--- config.mk ---
export PLATFORM = sky130hd
export DESIGN_NAME = moving_average_window_monitor_top
export DESIGN_NICKNAME = d
export VERILOG_FILES = /design/src/rtl/mawm_pkg.sv /design/src/rtl/mawm_ram.sv /design/src/rtl/mawm_div.sv /design/src/rtl/moving_average_window_monitor_top.sv
export SDC_FILE = /design/constraint.sdc
export NUM_CORES = 1
export LEC_CHECK = 0
export BUFFER_PORTS_ARGS = -buffer_cell sky130_fd_sc_hd__buf_2
export CORE_MARGIN = 3
export CORE_UTILIZATION = 60
export DETAILED_ROUTE_END_ITERATION = 16
export PLACE_DENSITY = 0.79
export RECOVER_POWER = 100
export SLEW_MARGIN = 25
export SYNTH_ARGS = -nofsm -noshare
export SYNTH_HDL_FRONTEND = slang
export SYNTH_SLANG_ARGS = --single-unit
--- constraint.sdc ---
create_clock -name clk -period 4.27 [get_ports clk]
set_input_delay 0.2135 -clock clk [delete_from_list [all_inputs] [get_ports clk]]
set_output_delay 0.2135 -clock clk [all_outputs]
set_load 0.02 [all_outputs]
--- src/rtl/mawm_pkg.sv ---
package mawm_pkg;

  localparam int WINDOW    = 10;
  localparam int SAMPLE_W  = 8;
  localparam int LIMIT_W   = 7;
  localparam int AVG_W     = 8;
  localparam int DAC_W     = 8;
  localparam int CFG_IDX_W = 2;

  // Sum of WINDOW full-scale samples, fill count up to WINDOW, ring address.
  localparam int SUM_W  = $clog2(WINDOW * ((1 << SAMPLE_W) - 1) + 1);
  localparam int CNT_W  = $clog2(WINDOW + 1);
  localparam int SLOT_W = (WINDOW > 1) ? $clog2(WINDOW) : 1;
  // The quotient always fits AVG_W bits, so the dividend is seen as
  // CNT_W high bits followed by AVG_W quotient bits.
  localparam int DIV_W  = CNT_W + AVG_W;
  localparam int STEP_W = $clog2(AVG_W);

  localparam logic [DAC_W-1:0] DAC_ABOVE = DAC_W'(4 * 51);
  localparam logic [DAC_W-1:0] DAC_BELOW = DAC_W'(2 * 51);
  localparam logic [DAC_W-1:0] DAC_MID   = DAC_W'(3 * 51);

  localparam logic [LIMIT_W-1:0] UPPER_RESET = LIMIT_W'(30);
  localparam logic [LIMIT_W-1:0] LOWER_RESET = LIMIT_W'(20);

  typedef enum logic [CFG_IDX_W-1:0] {
    REG_UPPER = CFG_IDX_W'(0),
    REG_LOWER = CFG_IDX_W'(1)
  } cfg_reg_t;

  typedef enum logic [1:0] {
    ST_IDLE,
    ST_UPDATE,
    ST_DIVIDE
  } state_t;

  typedef struct packed {
    logic busy;
    logic last;
  } div_stat_t;

endpackage

--- src/rtl/mawm_ram.sv ---
module mawm_ram #(
  parameter int WIDTH = 8,
  parameter int DEPTH = 16,
  localparam int AW = (DEPTH > 1) ? $clog2(DEPTH) : 1
) (
  input  logic             clk,
  input  logic             we,
  input  logic [AW-1:0]    waddr,
  input  logic [WIDTH-1:0] wdata,
  input  logic [AW-1:0]    raddr,
  output logic [WIDTH-1:0] rdata
);

  logic [WIDTH-1:0] mem [DEPTH];
  logic [WIDTH-1:0] rdata_r;

  always_ff @(posedge clk) begin
    if (we) begin
      mem[waddr] <= wdata;
    end
    rdata_r <= mem[raddr];
  end

  assign rdata = rdata_r;

endmodule

--- src/rtl/mawm_div.sv ---
module mawm_div (
  input  logic                       clk,
  input  logic                       rst_n,
  input  logic                       start,
  input  logic [mawm_pkg::DIV_W-1:0] dividend,
  input  logic [mawm_pkg::CNT_W-1:0] divisor,
  output logic [mawm_pkg::AVG_W-1:0] quotient,
  output mawm_pkg::div_stat_t        stat
);
  import mawm_pkg::*;

  logic              busy_r;
  logic [STEP_W-1:0] step_r;
  logic [CNT_W-1:0]  rem_r;
  logic [AVG_W-1:0]  quo_r;
  logic [CNT_W-1:0]  dvs_r;
  logic [CNT_W:0]    trial;
  logic              fits;
  logic              last;

  // Restoring long division, one quotient bit per cycle, MSB first.
  assign trial = {rem_r, quo_r[AVG_W-1]};
  assign fits  = (trial >= {1'b0, dvs_r});
  assign last  = busy_r && (step_r == STEP_W'(AVG_W - 1));

  always_ff @(posedge clk) begin
    if (!rst_n) begin
      busy_r <= 1'b0;
      step_r <= '0;
    end else if (start) begin
      busy_r <= 1'b1;
      step_r <= '0;
    end else if (busy_r) begin
      busy_r <= !last;
      step_r <= step_r + STEP_W'(1);
    end
  end

  always_ff @(posedge clk) begin
    if (start) begin
      rem_r <= dividend[DIV_W-1 -: CNT_W];
      quo_r <= dividend[AVG_W-1:0];
      dvs_r <= divisor;
    end else if (busy_r) begin
      rem_r <= fits ? CNT_W'(trial - {1'b0, dvs_r}) : trial[CNT_W-1:0];
      quo_r <= {quo_r[AVG_W-2:0], fits};
    end
  end

  assign quotient  = quo_r;
  assign stat.busy = busy_r;
  assign stat.last = last;

endmodule

--- src/rtl/moving_average_window_monitor_top.sv ---
// Channel   Direction  Handshake            Payload
// in        input      in_valid / in_stall  in_sample
// out       output     out_valid / out_stall out_average, out_*_flag, out_dac_level
// cfg       input      cfg_valid / cfg_ready cfg_index, cfg_data
//
// The ring entry being replaced is read in the cycle of the sample's beat. The update
// state writes the new sample, updates the sum and starts the divider; the divide state
// runs the bit-serial divider and then loads the output register. A new sample is
// taken only once the previous one has been loaded into the output register.
// Reset is synchronous and active low; the limits return to 30 and 20 and the
// ring reads as empty until it has been filled once.
// A stalled result holds in the output register while the next sample is
// processed; the last cycle waits only until that register is free.
module moving_average_window_monitor_top (
  input  logic                           clk,
  input  logic                           rst_n,
  input  logic                           in_valid,
  output logic                           in_stall,
  input  logic [mawm_pkg::SAMPLE_W-1:0]  in_sample,
  output logic                           out_valid,
  input  logic                           out_stall,
  output logic [mawm_pkg::AVG_W-1:0]     out_average,
  output logic                           out_above_flag,
  output logic                           out_below_flag,
  output logic                           out_inside_flag,
  output logic [mawm_pkg::DAC_W-1:0]     out_dac_level,
  input  logic                           cfg_valid,
  output logic                           cfg_ready,
  input  logic [mawm_pkg::CFG_IDX_W-1:0] cfg_index,
  input  logic [mawm_pkg::LIMIT_W-1:0]   cfg_data
);
  import mawm_pkg::*;

  state_t              state_r, state_nxt;
  logic [LIMIT_W-1:0]  upper_r, lower_r;
  logic [SUM_W-1:0]    sum_r, sum_nxt;
  logic [CNT_W-1:0]    fill_r, fill_nxt;
  logic [SLOT_W-1:0]   slot_r, slot_nxt;
  logic [SAMPLE_W-1:0] sample_r;
  logic [SAMPLE_W-1:0] ring_rdata, old_sample;
  logic                in_take;
  logic                ring_we;
  logic                div_start;
  logic                out_load;
  logic                out_free;
  logic [AVG_W-1:0]    quotient;
  div_stat_t           div_stat;
  logic                above, below, in_band;
  logic [DAC_W-1:0]    dac;

  logic                out_valid_r;
  logic [AVG_W-1:0]    avg_r;
  logic                above_r, below_r, inside_r;
  logic [DAC_W-1:0]    dac_r;

  assign in_take   = in_valid && !in_stall;
  assign out_free  = !out_valid_r || !out_stall;
  assign cfg_ready = 1'b1;

  always_ff @(posedge clk) begin
    if (!rst_n) begin
      upper_r <= UPPER_RESET;
      lower_r <= LOWER_RESET;
    end else if (cfg_valid && cfg_ready) begin
      unique case (cfg_index)
        REG_UPPER: upper_r <= cfg_data;
        REG_LOWER: lower_r <= cfg_data;
        default: ;
      endcase
    end
  end

  always_comb begin
    state_nxt = state_r;
    unique case (state_r)
      ST_IDLE:   if (in_valid) state_nxt = ST_UPDATE;
      ST_UPDATE: state_nxt = ST_DIVIDE;
      ST_DIVIDE: if (!div_stat.busy && out_free) state_nxt = ST_IDLE;
      default:   state_nxt = ST_IDLE;
    endcase
  end

  always_comb begin
    in_stall  = 1'b1;
    ring_we   = 1'b0;
    div_start = 1'b0;
    out_load  = 1'b0;
    unique case (state_r)
      ST_IDLE:   in_stall = 1'b0;
      ST_UPDATE: begin
        ring_we   = 1'b1;
        div_start = 1'b1;
      end
      ST_DIVIDE: out_load = !div_stat.busy && out_free;
      default: ;
    endcase
  end

  always_ff @(posedge clk) begin
    if (!rst_n) begin
      state_r <= ST_IDLE;
    end else begin
      state_r <= state_nxt;
    end
  end

  // The ring fills in slot order, so an entry at or ahead of the write slot has
  // been written only once the fill count has reached the window.
  assign old_sample = (fill_r == CNT_W'(WINDOW)) ? ring_rdata : '0;
  assign sum_nxt    = sum_r - SUM_W'(old_sample) + SUM_W'(sample_r);
  assign fill_nxt   = (fill_r == CNT_W'(WINDOW)) ? fill_r : fill_r + CNT_W'(1);
  assign slot_nxt   = (slot_r == SLOT_W'(WINDOW - 1)) ? '0 : slot_r + SLOT_W'(1);

  always_ff @(posedge clk) begin
    if (!rst_n) begin
      sum_r  <= '0;
      fill_r <= '0;
      slot_r <= '0;
    end else if (ring_we) begin
      sum_r  <= sum_nxt;
      fill_r <= fill_nxt;
      slot_r <= slot_nxt;
    end
  end

  always_ff @(posedge clk) begin
    if (in_take) begin
      sample_r <= in_sample;
    end
  end

  mawm_ram #(
    .WIDTH (SAMPLE_W),
    .DEPTH (WINDOW)
  ) u_ring (
    .clk   (clk),
    .we    (ring_we),
    .waddr (slot_r),
    .wdata (sample_r),
    .raddr (slot_r),
    .rdata (ring_rdata)
  );

  mawm_div u_div (
    .clk      (clk),
    .rst_n    (rst_n),
    .start    (div_start),
    .dividend (DIV_W'(sum_nxt)),
    .divisor  (fill_nxt),
    .quotient (quotient),
    .stat     (div_stat)
  );

  assign above   = quotient > AVG_W'(upper_r);
  assign below   = quotient < AVG_W'(lower_r);
  assign in_band = (quotient < AVG_W'(upper_r)) && (quotient > AVG_W'(lower_r));

  always_comb begin
    priority if (above) begin
      dac = DAC_ABOVE;
    end else if (below) begin
      dac = DAC_BELOW;
    end else begin
      dac = DAC_MID;
    end
  end

  always_ff @(posedge clk) begin
    if (!rst_n) begin
      out_valid_r <= 1'b0;
    end else if (out_load) begin
      out_valid_r <= 1'b1;
    end else if (!out_stall) begin
      out_valid_r <= 1'b0;
    end
  end

  always_ff @(posedge clk) begin
    if (out_load) begin
      avg_r    <= quotient;
      above_r  <= above;
      below_r  <= below;
      inside_r <= in_band;
      dac_r    <= dac;
    end
  end

  assign out_valid       = out_valid_r;
  assign out_average     = avg_r;
  assign out_above_flag  = above_r;
  assign out_below_flag  = below_r;
  assign out_inside_flag = inside_r;
  assign out_dac_level   = dac_r;

  a_fill_bounded: assert property (@(posedge clk) disable iff (!rst_n)
    fill_r <= CNT_W'(WINDOW))
    else $error("fill count ran past the window");

  a_sum_bounded: assert property (@(posedge clk) disable iff (!rst_n)
    DIV_W'(sum_r) <= DIV_W'(fill_r) * DIV_W'((1 << SAMPLE_W) - 1))
    else $error("running sum exceeds what the stored samples allow");

  a_take_updates: assert property (@(posedge clk) disable iff (!rst_n)
    in_take |=> (state_r == ST_UPDATE))
    else $error("accepted sample did not reach the update cycle");

  a_div_ends: assert property (@(posedge clk) disable iff (!rst_n)
    div_stat.last |=> !div_stat.busy && (state_r == ST_DIVIDE))
    else $error("divider finished outside the divide phase");

endmodule
==> results of run 1 <==
## timing repair
action,CTS,global route
hold buffers,8,0
setup buffers,0,0
hold endpoints to repair,8,0
## state kept, by name, indices dropped and copies added, names as in the netlist
signal           flops
out_above_flag       1
fill_r               4
out_dac_level        4
state_r              2
out_average          8
u_div.quotient       8
out_below_flag       1
u_div.rem_r          4
out_inside_flag      1
u_ring.mem          80
sum_r               12
out_valid            1
u_div.dvs_r          4
u_div.busy_r         1
sample_r             8
lower_r              7
upper_r              7
slot_r               4
u_ring.rdata         8
u_div.step_r         3
## routing by layer
| layer | GRT usage | part of all wire |
|---|---|---|
| met3 | 0.04771 | 0.054 |
| met2 | 0.3971 | 0.51 |
| met1 | 0.2718 | 0.41 |
| met4 | 0.1048 | 0.030 |
| met5 | 0 | 0 |
## worst register-to-register path, cell delays in order, from the launching register on
cell and delay (ps):
dfxtp_1 420, inv_1 70, ha_1 190, and3b_1 270, and2_0 230, fa_1 500, inv_1 80, ha_1 320
a211oi_1 290, o21ai_0 230, a21boi_0 270, mux2i_1 300, nand2_1 80
## cell type report
type / count / area (um^2) / area share
clock buffer: 21 / 460.4 / 0.05235
sequential: 168 / 4554 / 0.5178
timing repair buffer: 62 / 316.6 / 0.03599
inverter: 57 / 214.0 / 0.02432
multi-input combinational: 375 / 2890 / 0.3286
tap: 172 / 215.2 / 0.02447
clock inverter: 11 / 145.1 / 0.01650
## worst paths after layout
check	to	cells after the start	start	slack (ps)
worst max-delay path	u_div.quotient[7]	12	fill_r[0]	790
worst min-delay path	upper_r[5]	3	cfg_data[5]	30
worst max register to register	u_div.quotient[7]	12	fill_r[0]	790
worst min register to register	sum_r[5]	2	sum_r[5]	460
## cell usage in the layout (no fill, tap or decap), types with 3 or more instances in the layout
cell	count
and2_0	4
bufinv_16	3
edfxtp_1	119
mux4_1	6
and2_1	10
ha_1	34
a21o_1	8
xnor2_1	8
nor3_1	11
clkbuf_1	35
a211oi_1	12
nor4_1	3
buf_4	3
dfxtp_1	49
inv_1	56
xor2_1	5
o21ai_0	11
clkinv_2	3
o211ai_1	8
a21oi_1	35
nand2b_1	7
clkbuf_16	17
or3_1	9
mux4_2	10
buf_2	18
nor2b_1	14
mux2i_1	19
nor2_1	41
nand2_1	47
dlygate4sd3_1	8
nand3_1	10
fa_1	9
nand4_1	10
o21a_1	5
## per-stage QoR
stage	total power [W]	hold slack, ps	instance area, um^2
4_1_cts	0.004054	22.93	8872
6_report	0.004040	34.16	8796
3_3_place_gp	0.002468	392.8	8187
2_1_floorplan	0.002358	312.4	7881
5_1_grt	0.004208	36.94	8796
3_5_place_dp	0.002498	392.6	8187
## cells by family (layout without fill, tap and decap cells)
kind of cell / Yosys count / count (layout)
buffers and inverters: 91 / 151
AND/OR/NAND/NOR: 180 / 180
XOR/XNOR: 13 / 13
flip-flops: 168 / 168
adder cells (fa/ha/maj): 43 / 43
other: 1 / 1
multiplexers: 37 / 37
AO/OA/AOI/OAI: 101 / 101
## power by group
group          total (W)  internal, W  switching, W
registers        0.00190      0.00184     0.0000661
clock network    0.00156     0.000952      0.000611
logic           0.000575     0.000238      0.000337
==> results.py, run 1 <==
metrics = {
    "synth": {
        "synth_nets": 699,
        "yosys-mux-area-fraction": 0.07557,
        "synthSimpleGateAreaFrac": 0.1143,
        "synth-edff-count": 119,
        "synthTopCellsByArea": "edfxtp_1 45%, dfxtp_1 12%, ha_1 5.4%",
        "synth_compound_area_frac": 0.08605,
        "yosysTopAreaCellShare": 0.4534,
        "synth_fa_ha_area_frac": 0.07684,
        "synth_xor_area_frac": 0.01445,
        "synthArstFlopShare": 0,
        "synth_most_common_cell": "edfxtp_1",
        "synth_ff_type": "edfxtp_1",
        "netlist_area_mm2": 0.007881,
        "synthCells": 634,
        "yosysSeqAreaShare": 0.5779,
        "ys_types": 63,
        "synth_top_family_by_area": "simple AND/OR/NAND/NOR gates",
        "yosysWarnings": 0,
        "ys_ff_latch": 168,
        "syn-mean-instance-area_um2": 12.43,
        "yosysTopAreaCell": "edfxtp_1",
        "synth_common_cells": "119 x edfxtp_1, 56 x inv_1, 49 x dfxtp_1",
    },
    "placed_design": {
        "gp_congestion": 0.8515,
        "place_ws_ps": 890.1,
        "dp_cells": 826,
        "dp_hpwl_um": 10610,
        "portBuffers": 42,
    },
    "run": {
        "drv_cap": 3,
    },
    "drt": {
        "drt-initial-drc-count": 319,
        "finalWirelength_um": 15610,
        "final_antenna_net_count": 0,
        "post_drt_via_cell_ratio": 5.781,
        "drt-pass1-iter-count": 4,
        "wl_per_cell_um": 18.02,
        "drc_errors": 0,
        "vias": 5006,
    },
    "grt": {
        "grt_pass1_vias": 5029,
        "grt_start_max_net_pins": 40,
        "grt_use_total": 0.2279,
        "grt_pass1_wl_um": 25160,
        "grt_overflow": 0,
        "antenna_found_initial": 0,
    },
    "critical_path": {
        "required_ps": 4440,
        "cp_cell_sequence": "inv_1, ha_1, and3b_1, and2_0, fa_1, inv_1, ha_1, a211oi_1, o21ai_0, a21boi_0, mux2i_1, nand2_1",
        "slowest_delay_ps": 500,
        "endpoint_kind": "flop",
        "start_kind": "flop",
        "arrival_ps": 3650,
        "critPathBufInv": 2,
        "crit_slowest_cell": "fa_1",
        "crit_family": "adder cells",
        "crit_type": "reg2reg",
        "cp_max_fo": 12,
    },
    "floorplan": {
        "start_util": 0.6195,
        "core_area_mm2": 0.01272,
        "die_y_um": 120.6,
        "die-area_mm2": 0.01455,
        "ios": 44,
        "fp-row-count": 41,
        "fp.dieW_um": 120.6,
    },
    "timing": {
        "fin_crit_sh": 0.8142,
        "tns_ps": 0,
        "finalSetupViolations": 0,
        "finalWorstSetupSlack_ps": 793.2,
        "fin_worst_skew_ps": 7.651,
        "timing_hold_violations_final": 0,
        "grt_setup_unrepaired": "false",
        "fin_crit_ps": 3477,
        "max_freq_mhz": 287.6,
        "finalMaxSlewViolations": 57,
        "max_slew.worst_pin.slew_ps": 1828,
        "slew_headroom": -0.2279,
    },
    "layout": {
        "drive_gt1_frac": 0.09942,
        "final_cell_count_no_fill": 866,
        "final_util": 0.6914,
        "n_fill_cell": 936,
        "area_delta_synth_final_pct": 11.61,
        "diodes": 0,
        "nNetsFinal": 746,
    },
    "clock_network": {
        "cts_tree": "built",
        "cts_max_path_buffers": 2,
        "numClockSinks": 168,
        "cts_resized": 0,
        "numCtsBuffers": 17,
        "root_buffer": "clkbuf_16",
        "clk_pin_slew_ps": 60,
        "clock_latency_ps": 430,
        "h-tree-depth": 4,
    },
    "power": {
        "powerDensity_mw_per_mm2": 459.3,
        "ir_worst_vdd_mv": 0.4169,
        "leakage_nw": 3.298,
    },
    "run_status": {
        "violations": "max-capacitance violations, max-slew violations",
        "outcome": "complete, but fails checks",
    },
    "worst_hold_path": {
        "hp-class": "in2reg",
    },
}
No activity file was read; power rests on OpenSTA's default activity.
==> run 2: changes to the inputs <==
- clock period: 4.27 -> 3.3 ns (I/O delays scaled with it)
==> run 2 against run 1 <==
Combinational power is 38% higher. Total power is 31% higher. The flow still finishes with violations (max-capacitance violations, max-slew violations). Global-route usage is 2.0 points higher. Via count is 4.1% higher. Largest cell class unchanged. Critical path depth stayed put. Fmax is 11% higher. Highest routed layer unchanged. Hold slack worse by 4.1 ps. First-iteration DRC count is 29% higher. Utilization is 1.2 points higher.
==> results.py, run 2 (same netlist as run 1, synthesis figures left out) <==
metrics = {
    "run_status": {
        "outcome": "complete, but fails checks",
        "violations": "max-capacitance violations, max-slew violations",
    },
    "grt": {
        "grt_pass1_wl_um": 27480,
        "grt_start_max_net_pins": 31,
        "grt_use_total": 0.2481,
        "grt_pass1_vias": 5399,
        "antenna_found_initial": 0,
        "grt_overflow": 0,
    },
    "timing": {
        "max_freq_mhz": 318.2,
        "fin_crit_ps": 3143,
        "finalMaxSlewViolations": 17,
        "max_slew.worst_pin.slew_ps": 1834,
        "slew_headroom": -0.2324,
        "timing_hold_violations_final": 0,
        "finalSetupViolations": 0,
        "tns_ps": 0,
        "grt_setup_unrepaired": "false",
        "fin_worst_skew_ps": 9.487,
        "fin_crit_sh": 0.9524,
        "finalWorstSetupSlack_ps": 157.2,
    },
    "drt": {
        "vias": 5213,
        "drt-pass1-iter-count": 5,
        "finalWirelength_um": 16950,
        "post_drt_via_cell_ratio": 5.917,
        "final_antenna_net_count": 0,
        "drt-initial-drc-count": 410,
        "wl_per_cell_um": 19.23,
        "drc_errors": 0,
    },
    "floorplan": {
        "ios": 44,
        "die_y_um": 120.6,
        "fp-row-count": 41,
        "fp.dieW_um": 120.6,
        "start_util": 0.6195,
        "die-area_mm2": 0.01455,
        "core_area_mm2": 0.01272,
    },
    "clock_network": {
        "clock_latency_ps": 430,
        "h-tree-depth": 4,
        "numCtsBuffers": 17,
        "numClockSinks": 168,
        "cts_max_path_buffers": 2,
        "cts_tree": "built",
        "root_buffer": "clkbuf_16",
        "clk_pin_slew_ps": 60,
    },
    "critical_path": {
        "crit_type": "reg2reg",
        "crit_slowest_cell": "fa_1",
        "cp_cell_sequence": "inv_1, ha_1, and3b_2, and2_0, fa_1, inv_1, ha_1, a211oi_2, o21ai_1, a211oi_1, xor2_1, o211ai_1",
        "crit_family": "adder cells",
        "slowest_delay_ps": 480,
        "required_ps": 3440,
        "cp_max_fo": 9,
        "critPathBufInv": 2,
        "start_kind": "flop",
        "arrival_ps": 3280,
        "endpoint_kind": "flop",
    },
    "layout": {
        "final_common_cell": "edfxtp_1",
        "n_fill_cell": 910,
        "mostFrequentLayoutCells": "119 x edfxtp_1, 56 x inv_1, 49 x dfxtp_1",
        "nNetsFinal": 762,
        "final_cell_count_no_fill": 881,
        "drive_gt1_frac": 0.1058,
        "final_util": 0.7039,
        "diodes": 0,
        "area_delta_synth_final_pct": 13.62,
        "seqCellArea_mm2": 0.004554,
        "regMostFlops": "u_ring.mem",
        "largest_register_ffs": 80,
        "reg_top3": "u_ring.mem: 80 flops, sum_r: 12 flops",
        "multi_input_area_mm2": 0.002914,
    },
    "run": {
        "drv_cap": 1,
    },
    "worst_hold_path": {
        "hp-class": "in2reg",
    },
    "placed_design": {
        "portBuffers": 42,
        "dp_hpwl_um": 11280,
        "dp_cells": 833,
        "place_ws_ps": 74.81,
        "gp_congestion": 0.8414,
    },
    "power": {
        "powerDensity_mw_per_mm2": 592.5,
        "leakage_nw": 3.348,
        "ir_worst_vdd_mv": 0.4592,
    },
}
-- run 2: cell count changes in the layout (fill, tap and decap cells not counted), sizes merged, moves of 2 or more --
cell,previous run,this run
clkinv,6,8
dlygate4sd3,8,15
buf,21,23
clkbuf,54,59
-- run 2: path summary, 6_finish.rpt --
check | start | endpoint | slack (ps) | cells past startpoint
max | fill_r[0] | u_div.rem_r[1] | 160 | 12
min | cfg_data[1] | lower_r[1] | 30 | 3
max reg2reg | fill_r[0] | u_div.rem_r[1] | 160 | 12
min reg2reg | u_div.quotient[0] | out_average[0] | 460 | 0
-- run 2: timing repair --
| action | CTS | global route |
|---|---|---|
| hold buffers | 15 | 0 |
| resized for setup | 0 | 9 |
| endpoints found under the setup margin | 0 | 9 |
| setup buffers | 0 | 2 |
| hold endpoints to repair | 19 | 0 |
-- run 2: worst register-to-register path, cell delays in order, from the launching register on --
cell and delay, ps:
dfxtp_1 330, inv_1 50, ha_1 190, and3b_2 250
and2_0 180, fa_1 480, inv_1 70, ha_1 330
a211oi_2 240, o21ai_1 160, a211oi_1 280, xor2_1 190
o211ai_1 100
-- run 2: layout make-up --
type / count / share of cell area
Inverter: 57 / 0.02389
Sequential cell: 168 / 0.5086
Clock buffer: 19 / 0.04834
Tap cell: 172 / 0.02403
Clock inverter: 12 / 0.01970
Timing Repair Buffer: 78 / 0.05002
Multi-Input combinational cell: 375 / 0.3254
-- run 2: where the power goes --
part	total [W]	internal, W	switching (W)
combinational	0.000795	0.000326	0.000470
clock	0.00205	0.00126	0.000792
sequential	0.00246	0.00238	0.0000812
total	0.00531	0.00396	0.00134
-- run 2: per-layer routing --
metal,part of all wire,track usage,vias up
met1,0.41,0.3037,2562
li1,-,-,2411
met5,0,0,-
met2,0.51,0.4251,192
met4,0.028,0.1154,0
met3,0.050,0.04911,48
-- run 2: metrics by stage --
step	total power, W	area, um^2	hold WS [ps]
global placement	0.003205	8252	342.9
finish	0.005306	8955	30.09
global route	0.005512	8955	30.36
floorplan	0.003051	7881	263.9
CTS	0.005310	9011	14.76
detailed placement	0.003254	8252	343.1
